--- src/sv/xadp_pkg.sv ---
// ----------------------------------------------------------------------------
// xadp_pkg
// Types and codes shared by the archive directory parser modules.
// ----------------------------------------------------------------------------
package xadp_pkg;

    localparam logic [7:0] KEY_RESET      = 8'hF7;
    localparam logic [7:0] TERMINATOR     = 8'h80;
    localparam logic [3:0] HEADER_BYTES   = 4'd8;
    localparam logic [3:0] SIZE_BYTES     = 4'd4;
    localparam logic [3:0] TIME_BYTES     = 4'd8;
    localparam logic [31:0] MIN_ARCHIVE   = 32'd16;

    // configuration register indexes
    localparam logic CFG_MAGIC = 1'b0;
    localparam logic CFG_KEY   = 1'b1;

    // parse phases
    localparam logic [2:0] PH_HEADER  = 3'd0;
    localparam logic [2:0] PH_FLAG    = 3'd1;
    localparam logic [2:0] PH_NLEN    = 3'd2;
    localparam logic [2:0] PH_NAME    = 3'd3;
    localparam logic [2:0] PH_SIZE    = 3'd4;
    localparam logic [2:0] PH_TIME    = 3'd5;
    localparam logic [2:0] PH_PAYLOAD = 3'd6;

    // field kinds
    localparam logic [2:0] FK_HEADER     = 3'd0;
    localparam logic [2:0] FK_FLAG       = 3'd1;
    localparam logic [2:0] FK_NAME_LEN   = 3'd2;
    localparam logic [2:0] FK_NAME       = 3'd3;
    localparam logic [2:0] FK_SIZE       = 3'd4;
    localparam logic [2:0] FK_TIME       = 3'd5;
    localparam logic [2:0] FK_TERMINATOR = 3'd6;
    localparam logic [2:0] FK_PAYLOAD    = 3'd7;

    // error codes
    localparam logic [2:0] ERR_NONE      = 3'd0;
    localparam logic [2:0] ERR_SHORT     = 3'd1;
    localparam logic [2:0] ERR_MAGIC     = 3'd2;
    localparam logic [2:0] ERR_VERSION   = 3'd3;
    localparam logic [2:0] ERR_TRUNCATED = 3'd4;

    typedef struct packed {
        logic [2:0]  phase;
        logic [3:0]  byte_in_field;
        logic [7:0]  name_left;
        logic [31:0] size_acc;
        logic [63:0] time_acc;
        logic [31:0] offset_acc;
        logic [31:0] position;
        logic [2:0]  error;
    } parse_state_t;

    typedef struct packed {
        logic [2:0]  error_code;
        logic [31:0] directory_end;
        logic [31:0] payload_offset;
        logic [63:0] entry_time;
        logic [31:0] entry_length;
        logic        entry_complete;
        logic [15:0] entry_number;
        logic [7:0]  decoded_byte;
    } result_t;

    localparam int RESULT_BITS = $bits(result_t);
    localparam int TDATA_BITS  = ((RESULT_BITS + 7) / 8) * 8;

endpackage

--- src/sv/xadp_step.sv ---
// ----------------------------------------------------------------------------
// xadp_step
// Next-state and result logic for one archive byte.
// ----------------------------------------------------------------------------
module xadp_step import xadp_pkg::*; #(
    parameter int ENTRY_INDEX_BITS = 16
) (
    input  logic [7:0]                  data_byte,
    input  logic                        end_of_stream,
    input  logic [31:0]                 magic_word,
    input  logic [7:0]                  xor_key,
    input  parse_state_t                st,
    input  logic [ENTRY_INDEX_BITS-1:0] entry_count,
    output parse_state_t                st_next,
    output logic [ENTRY_INDEX_BITS-1:0] entry_count_next,
    output result_t                     res,
    output logic [2:0]                  field_kind
);

    always_comb begin
        logic [7:0]  d;
        logic [3:0]  b;
        logic [3:0]  b_inc;
        logic [2:0]  kind;
        logic        complete;
        logic [31:0] dirend;
        logic [2:0]  err;
        parse_state_t ns;
        logic [ENTRY_INDEX_BITS-1:0] cnt;

        d        = data_byte ^ xor_key;
        b        = st.byte_in_field;
        b_inc    = b + 4'd1;
        kind     = FK_PAYLOAD;
        complete = 1'b0;
        dirend   = '0;
        err      = st.error;
        ns       = st;
        cnt      = entry_count;

        unique case (st.phase)
            PH_HEADER: begin
                kind = FK_HEADER;
                if (b < 4'd4 && d != magic_word[{b[1:0], 3'b000} +: 8] && err == ERR_NONE)
                    err = ERR_MAGIC;
                if (b == 4'd4 && d != 8'd0 && err == ERR_NONE)
                    err = ERR_VERSION;
                ns.byte_in_field = b_inc;
                if (b_inc >= HEADER_BYTES) begin
                    ns.phase         = PH_FLAG;
                    ns.byte_in_field = '0;
                end
            end
            PH_FLAG: begin
                if (d == TERMINATOR) begin
                    kind     = FK_TERMINATOR;
                    dirend   = st.position + 32'd1;
                    ns.phase = PH_PAYLOAD;
                end else begin
                    kind        = FK_FLAG;
                    ns.size_acc = '0;
                    ns.time_acc = '0;
                    ns.phase    = PH_NLEN;
                end
                ns.byte_in_field = '0;
            end
            PH_NLEN: begin
                kind             = FK_NAME_LEN;
                ns.name_left     = d;
                ns.phase         = (d != 8'd0) ? PH_NAME : PH_SIZE;
                ns.byte_in_field = '0;
            end
            PH_NAME: begin
                kind         = FK_NAME;
                ns.name_left = st.name_left - 8'd1;
                if (ns.name_left == 8'd0) begin
                    ns.phase         = PH_SIZE;
                    ns.byte_in_field = '0;
                end
            end
            PH_SIZE: begin
                kind             = FK_SIZE;
                ns.size_acc      = st.size_acc | ({24'd0, d} << {b[1:0], 3'b000});
                ns.byte_in_field = b_inc;
                if (b_inc >= SIZE_BYTES) begin
                    ns.phase         = PH_TIME;
                    ns.byte_in_field = '0;
                end
            end
            PH_TIME: begin
                kind             = FK_TIME;
                ns.time_acc      = st.time_acc | ({56'd0, d} << {b[2:0], 3'b000});
                ns.byte_in_field = b_inc;
                if (b_inc >= TIME_BYTES) begin
                    complete         = 1'b1;
                    ns.offset_acc    = st.offset_acc + st.size_acc;
                    cnt              = entry_count + ENTRY_INDEX_BITS'(1);
                    ns.phase         = PH_FLAG;
                    ns.byte_in_field = '0;
                end
            end
            default: begin
                kind = FK_PAYLOAD;
            end
        endcase

        if (end_of_stream) begin
            if (st.position < MIN_ARCHIVE - 32'd1)
                err = ERR_SHORT;
            else if (ns.phase != PH_PAYLOAD && kind != FK_TERMINATOR && err == ERR_NONE)
                err = ERR_TRUNCATED;
        end
        ns.error = err;

        res.decoded_byte   = d;
        res.entry_number   = 16'(entry_count);
        res.entry_complete = complete;
        res.entry_length   = ns.size_acc;
        res.entry_time     = ns.time_acc;
        res.payload_offset = st.offset_acc;
        res.directory_end  = dirend;
        res.error_code     = err;
        field_kind         = kind;

        if (st.position != 32'hFFFF_FFFF)
            ns.position = st.position + 32'd1;

        if (end_of_stream) begin
            ns  = '0;
            cnt = '0;
        end

        st_next          = ns;
        entry_count_next = cnt;
    end

endmodule

--- src/sv/xor_archive_directory_parser_unit.sv ---
// ----------------------------------------------------------------------------
// xor_archive_directory_parser_unit
// Decodes an XOR-coded archive byte stream and parses its directory entries.
// ----------------------------------------------------------------------------
// An accepted byte's result is registered and appears on the m_ side in the next cycle.
// Throughput: 1 byte per cycle; a byte is taken in the cycle its predecessor's
// result leaves, and s_tready drops while a result waits unaccepted.
// Reset (aresetn low, synchronous): parse state cleared, no result held,
// magic_word = 0, xor_key = 0xF7. A byte with s_tlast also clears parse state.
module xor_archive_directory_parser_unit import xadp_pkg::*; #(
    parameter int ENTRY_INDEX_BITS = 16
) (
    input  logic                  aclk,
    input  logic                  aresetn,

    input  logic                  s_tvalid,
    output logic                  s_tready,
    input  logic [7:0]            s_tdata,    // data_byte
    input  logic                  s_tlast,    // end_of_stream

    output logic                  m_tvalid,
    input  logic                  m_tready,
    // decoded_byte[7:0], entry_number[23:8], entry_complete[24],
    // entry_length[56:25], entry_time[120:57], payload_offset[152:121],
    // directory_end[184:153], error_code[187:185], zero fill
    output logic [TDATA_BITS-1:0] m_tdata,
    output logic [2:0]            m_tuser,    // field_kind
    output logic                  m_tlast,    // last_result

    input  logic                  cfg_valid,
    output logic                  cfg_ready,
    input  logic                  cfg_index,
    input  logic [31:0]           cfg_data
);

    logic [31:0] magic_reg;
    logic [7:0]  key_reg;

    parse_state_t                st_reg, st_next;
    logic [ENTRY_INDEX_BITS-1:0] count_reg, count_next;

    result_t     res;
    logic [2:0]  kind;
    result_t     res_reg;
    logic [2:0]  kind_reg;
    logic        last_reg;
    logic        valid_reg;

    logic        s_accept;

    assign cfg_ready = 1'b1;
    assign s_tready  = !valid_reg || m_tready;
    assign s_accept  = s_tvalid && s_tready;

    always_ff @(posedge aclk) begin
        if (!aresetn) begin
            magic_reg <= '0;
            key_reg   <= KEY_RESET;
        end else if (cfg_valid) begin
            unique case (cfg_index)
                CFG_MAGIC: magic_reg <= cfg_data;
                CFG_KEY:   key_reg   <= cfg_data[7:0];
                default:   ;
            endcase
        end
    end

    xadp_step #(
        .ENTRY_INDEX_BITS (ENTRY_INDEX_BITS)
    ) u_step (
        .data_byte        (s_tdata),
        .end_of_stream    (s_tlast),
        .magic_word       (magic_reg),
        .xor_key          (key_reg),
        .st               (st_reg),
        .entry_count      (count_reg),
        .st_next          (st_next),
        .entry_count_next (count_next),
        .res              (res),
        .field_kind       (kind)
    );

    always_ff @(posedge aclk) begin
        if (!aresetn) begin
            st_reg    <= '0;
            count_reg <= '0;
            valid_reg <= 1'b0;
        end else begin
            if (s_accept) begin
                st_reg    <= st_next;
                count_reg <= count_next;
                valid_reg <= 1'b1;
            end else if (m_tready) begin
                valid_reg <= 1'b0;
            end
        end
    end

    always_ff @(posedge aclk) begin
        if (s_accept) begin
            res_reg  <= res;
            kind_reg <= kind;
            last_reg <= s_tlast;
        end
    end

    assign m_tvalid = valid_reg;
    assign m_tdata  = TDATA_BITS'(res_reg);
    assign m_tuser  = kind_reg;
    assign m_tlast  = last_reg;

`ifndef SYNTHESIS
    a_dirend_on_terminator: assert property (@(posedge aclk) disable iff (!aresetn)
        (m_tvalid && res_reg.directory_end != 32'd0) |-> (kind_reg == FK_TERMINATOR))
        else $error("directory end reported off the terminator");

    a_complete_on_time: assert property (@(posedge aclk) disable iff (!aresetn)
        (m_tvalid && res_reg.entry_complete) |-> (kind_reg == FK_TIME))
        else $error("entry complete outside timestamp field");

    a_clear_after_last: assert property (@(posedge aclk) disable iff (!aresetn)
        (s_accept && s_tlast) |=> (st_reg.phase == PH_HEADER && st_reg.position == 32'd0))
        else $error("parse state not cleared after last item");

    a_payload_holds: assert property (@(posedge aclk) disable iff (!aresetn)
        (s_accept && st_reg.phase == PH_PAYLOAD && !s_tlast) |=> (st_reg.phase == PH_PAYLOAD))
        else $error("left payload phase before end of stream");
`endif

endmodule
--- config.mk ---
export PLATFORM = sky130hd
export DESIGN_NAME = xor_archive_directory_parser_unit
export DESIGN_NICKNAME = d
export VERILOG_FILES = /design/src/sv/xadp_pkg.sv /design/src/sv/xadp_step.sv /design/src/sv/xor_archive_directory_parser_unit.sv
export SDC_FILE = /design/constraint.sdc
export NUM_CORES = 1
export LEC_CHECK = 0
export BUFFER_PORTS_ARGS = -buffer_cell sky130_fd_sc_hd__buf_2
export CORE_UTILIZATION = 35
export DETAILED_ROUTE_END_ITERATION = 16
export PLACE_DENSITY = 0.64
export SLEW_MARGIN = 5
export SYNTH_ARGS = -nofsm -noshare
export SYNTH_HDL_FRONTEND = slang
export SYNTH_SLANG_ARGS = --single-unit
--- constraint.sdc ---
create_clock -name aclk -period 12.9 [get_ports aclk]
set_input_delay 0 -clock aclk [delete_from_list [all_inputs] [get_ports aclk]]
set_output_delay 0 -clock aclk [all_outputs]
set_load 0.005 [all_outputs]
==> metrics <==
die outline height=232 microns; Worst Reg-to-Reg Cells=8; GRT Util Overall=0.189; Initial Utilization=0.354; Critical Path End Type=register; Mapped Avg Cell Area=9.92 sq um; worst skew pair latency=0.58 ns; post-layout min period=3.18 ns; Syn. warnings=0; nets=2,208; Iter 0 DRT Violations=1,093; Cell Int Power=2.25 mW; critical-path cell list=nand3_1 -> xnor2_1 -> nor3_2 -> o21ai_2 -> nor3_1 -> nand3_1 -> xor2_1 -> nor2_1; Yosys top cell area share=0.310; cell taking the most area after synthesis=edfxtp_1; max reg flops=188; P per Cell Area=132 mW/mm^2; drt pass-1 iters=7; period utilization=0.246; Max-cap violations=0; hold path depth=3; Leak Pwr=8.69 nW; Clk pwr share=0.440; diode count=0; clock root buffer=clkbuf_16; critical path's slowest cell=o21ai_2; final setup margin=9.72 ns; antenna violations before repair=0; Max-Slew Margin vs Limit=0.145; final WL=51,800 microns; status=completed; clock-pin slew on the worst setup and hold paths=0.06 ns; Crit Path Max Fanout=26; Crit Reg-Reg Startpoint=st_reg[171]$_SDFFE_PN0P_; dpl cells=approximately 2,700; post-route setup TNS=0 ns; Synth Flop Type=dfxtp_1; Max VDD drop=roughly 0.085 mV; Synth Cell Area=about 0.019 sq mm; # DRC=0; Core Area=roughly 0.053 sq mm; drt wl/cell=18.2 microns; layout cell share with drive strength beyond 1=0.172; Final setup violation count=0; Area Overhead vs Synth=20.5%; Synth cell types=80; Die Wd=between 200 and 250 microns; number of I/O port buffers=240; RePlAce Congestion=0.851; I/O pins=~250; HP Class=in2reg; r2r setup slk=just under 10 ns; min-delay src=s_tdata[2]; Net Sw Power=a little over 0.7 mW; async set-reset flop share out of synthesis=0; r2r endpoint=count_reg[9]$_SDFFE_PN0P_; Clock Skews=0.0252 ns; via count=15,000; register area share after synthesis=0.563; Crit path required time=13.34 ns; hold endpoint=m_tdata[2]$_DFFE_PP_; final slew viol count=0; fmax=between 300 and 400 MHz; Synth Instances=1,874; Top cell by count, worst path=nand3_1; Clock Path Buffers=3; Post-DP HPWL=around 33,000 microns; max incr delay on CP=0.86 ns; switching part of the total=0.239; H-tree levels=2; Final Hold Fails=0; # rows=84; Non-Filler Instances=roughly 2,800; Post-DRT Antenna Nets=0; global-route wire length before repair=79,600 microns; post-cts sizing count=0; Setup CP Type=reg2reg; unrepaired setup endpoints after global routing=no; grt ovf=0; largest net degree at the start of global routing=131; CTS Buf Count=47; clock sinks=about 430; worst endpoint data arrival time=3.62 ns; Worst Max-Slew Pin Slew=1.28 ns; Post-Place Worst Slack=9.72 ns; via/cell ratio=5.26; Flop pwr share=0.496; vias in the first global route=14,300; Synth Register Bits=roughly 430; EDFF count, synth=192; Setup crit start kind=register; Comb pwr share=0.064; die area=0.0540 sq mm; largest cells by area after synthesis=edfxtp_1, dfxtp_1, nor2_1; CTS tree=done
-- worst max path at each step --
stage | cells after the start | end | slack (ns) | start
3_3_place_gp | 8 | count_reg[9]$_SDFFE_PN0P_ | 9.77 | st_reg[171]$_SDFFE_PN0P_
3_5_place_dp | 8 | count_reg[9]$_SDFFE_PN0P_ | 9.72 | st_reg[171]$_SDFFE_PN0P_
5_1_grt | 8 | count_reg[9]$_SDFFE_PN0P_ | 9.32 | st_reg[171]$_SDFFE_PN0P_
4_1_cts | 8 | count_reg[9]$_SDFFE_PN0P_ | 9.72 | st_reg[171]$_SDFFE_PN0P_
6_report | 8 | count_reg[9]$_SDFFE_PN0P_ | 9.72 | st_reg[171]$_SDFFE_PN0P_
2_1_floorplan | 11 | st_reg[167]$_SDFFE_PN0P_ | 8.17 | m_tvalid$_SDFFE_PN0P_
-- cells in the mapped netlist (all sizes together) (22+ instances only) --
library cell and count:
a22oi 115, xor2 42, nand2 171, clkbuf 75, nor3 34, inv 22
nand3 38, ha 37, dfxtp 235, a21o 25, nor2 340, edfxtp 192
a21oi 206, o21ai 56, xnor2 44, buf 43
-- metal layers --
metal  routed length [microns]  track usage
met1                     22400        0.244
met2                     24000        0.303
met3                      3710       0.0468
met4                      1770       0.0728
met5                         0            0
-- placed cells by master, fill, tap and decap left out, types with 6 or more instances in the layout --
cell type and count:
mux4_2 8, dlygate4sd3_1 54, clkbuf_16 48, dfxtp_1 235, or3_1 15, xor2_2 8
nand3b_1 18, a21o_1 25, o21bai_1 6, xnor2_1 44, inv_1 21, o21ai_0 53
a21oi_1 206, nand3_1 37, nor2_1 337, a211oi_1 6, nor3_1 32, buf_2 240
a22oi_1 115, nor4_1 11, clkbuf_1 9, nand2_1 170, and3_1 15, and2_1 9
nor2b_1 7, ha_1 37, clkinvlp_4 6, o211ai_1 7, edfxtp_1 192, nand4_1 15
o21a_1 11, xor2_1 34, nand2b_1 8, buf_4 21
-- final cells by class --
type | instances | area, sq um
Sequential cell | 427 | 10500
Clock inverter | 26 | 221
Timing Repair Buffer | 315 | 1900
Multi-Input combinational cell | 1309 | 7590
Tap cell | 688 | 861
Inverter | 23 | 98.8
Fill cell | 4948 | 30200
Clock buffer | 59 | 1260
-- metrics by stage --
stage | hold WS [ns] | util | area [sq um] | power [mW]
floorplan | 0.0989 | - | 18600 | 1.58
global placement | 0.233 | 0.388 | 20400 | 1.67
detailed placement | 0.240 | 0.388 | 20400 | 1.67
CTS | 0.0211 | 0.426 | 22400 | 3.00
global route | 0.0264 | 0.426 | 22400 | 3.06
finish | 0.0541 | 0.426 | 22400 | 2.96
-- cells by family (layout without fill, tap and decap cells) --
logic type               after synthesis  in the layout  synth area share
AND/OR/NAND/NOR                      704            704             0.169
flip-flops                           427            427             0.563
AO/OA/AOI/OAI                        463            463             0.155
XOR/XNOR                              86             86            0.0405
buffers and inverters                141            423            0.0333
other                                  2              5          0.000404
multiplexers                          13             13            0.0125
adder cells (fa/ha/maj)               38             38            0.0260
-- what timing repair did --
action                                 4_1_cts  5_1_grt
endpoints found under the hold margin       45        0
hold buffers                                54        0
setup buffers                                0        0
-- critical path: cells and delay by family (launching register included) --
family | cells | cell delay, ns
AO/OA/AOI/OAI | 1 | 0.86
AND/OR/NAND/NOR | 5 | 0.78
flip-flops | 1 | 0.84
XOR/XNOR | 2 | 0.56
-- power groups by stage --
stage,Sequential (mW),Clock (mW),Combinational (mW)
finish,1.47,1.30,0.188
floorplan,1.50,0,0.0883
detailed placement,1.50,0,0.176
CTS,1.47,1.34,0.189
global placement,1.50,0,0.175
global route,1.47,1.39,0.204
Note: power is estimated with default switching activity, not from simulation.
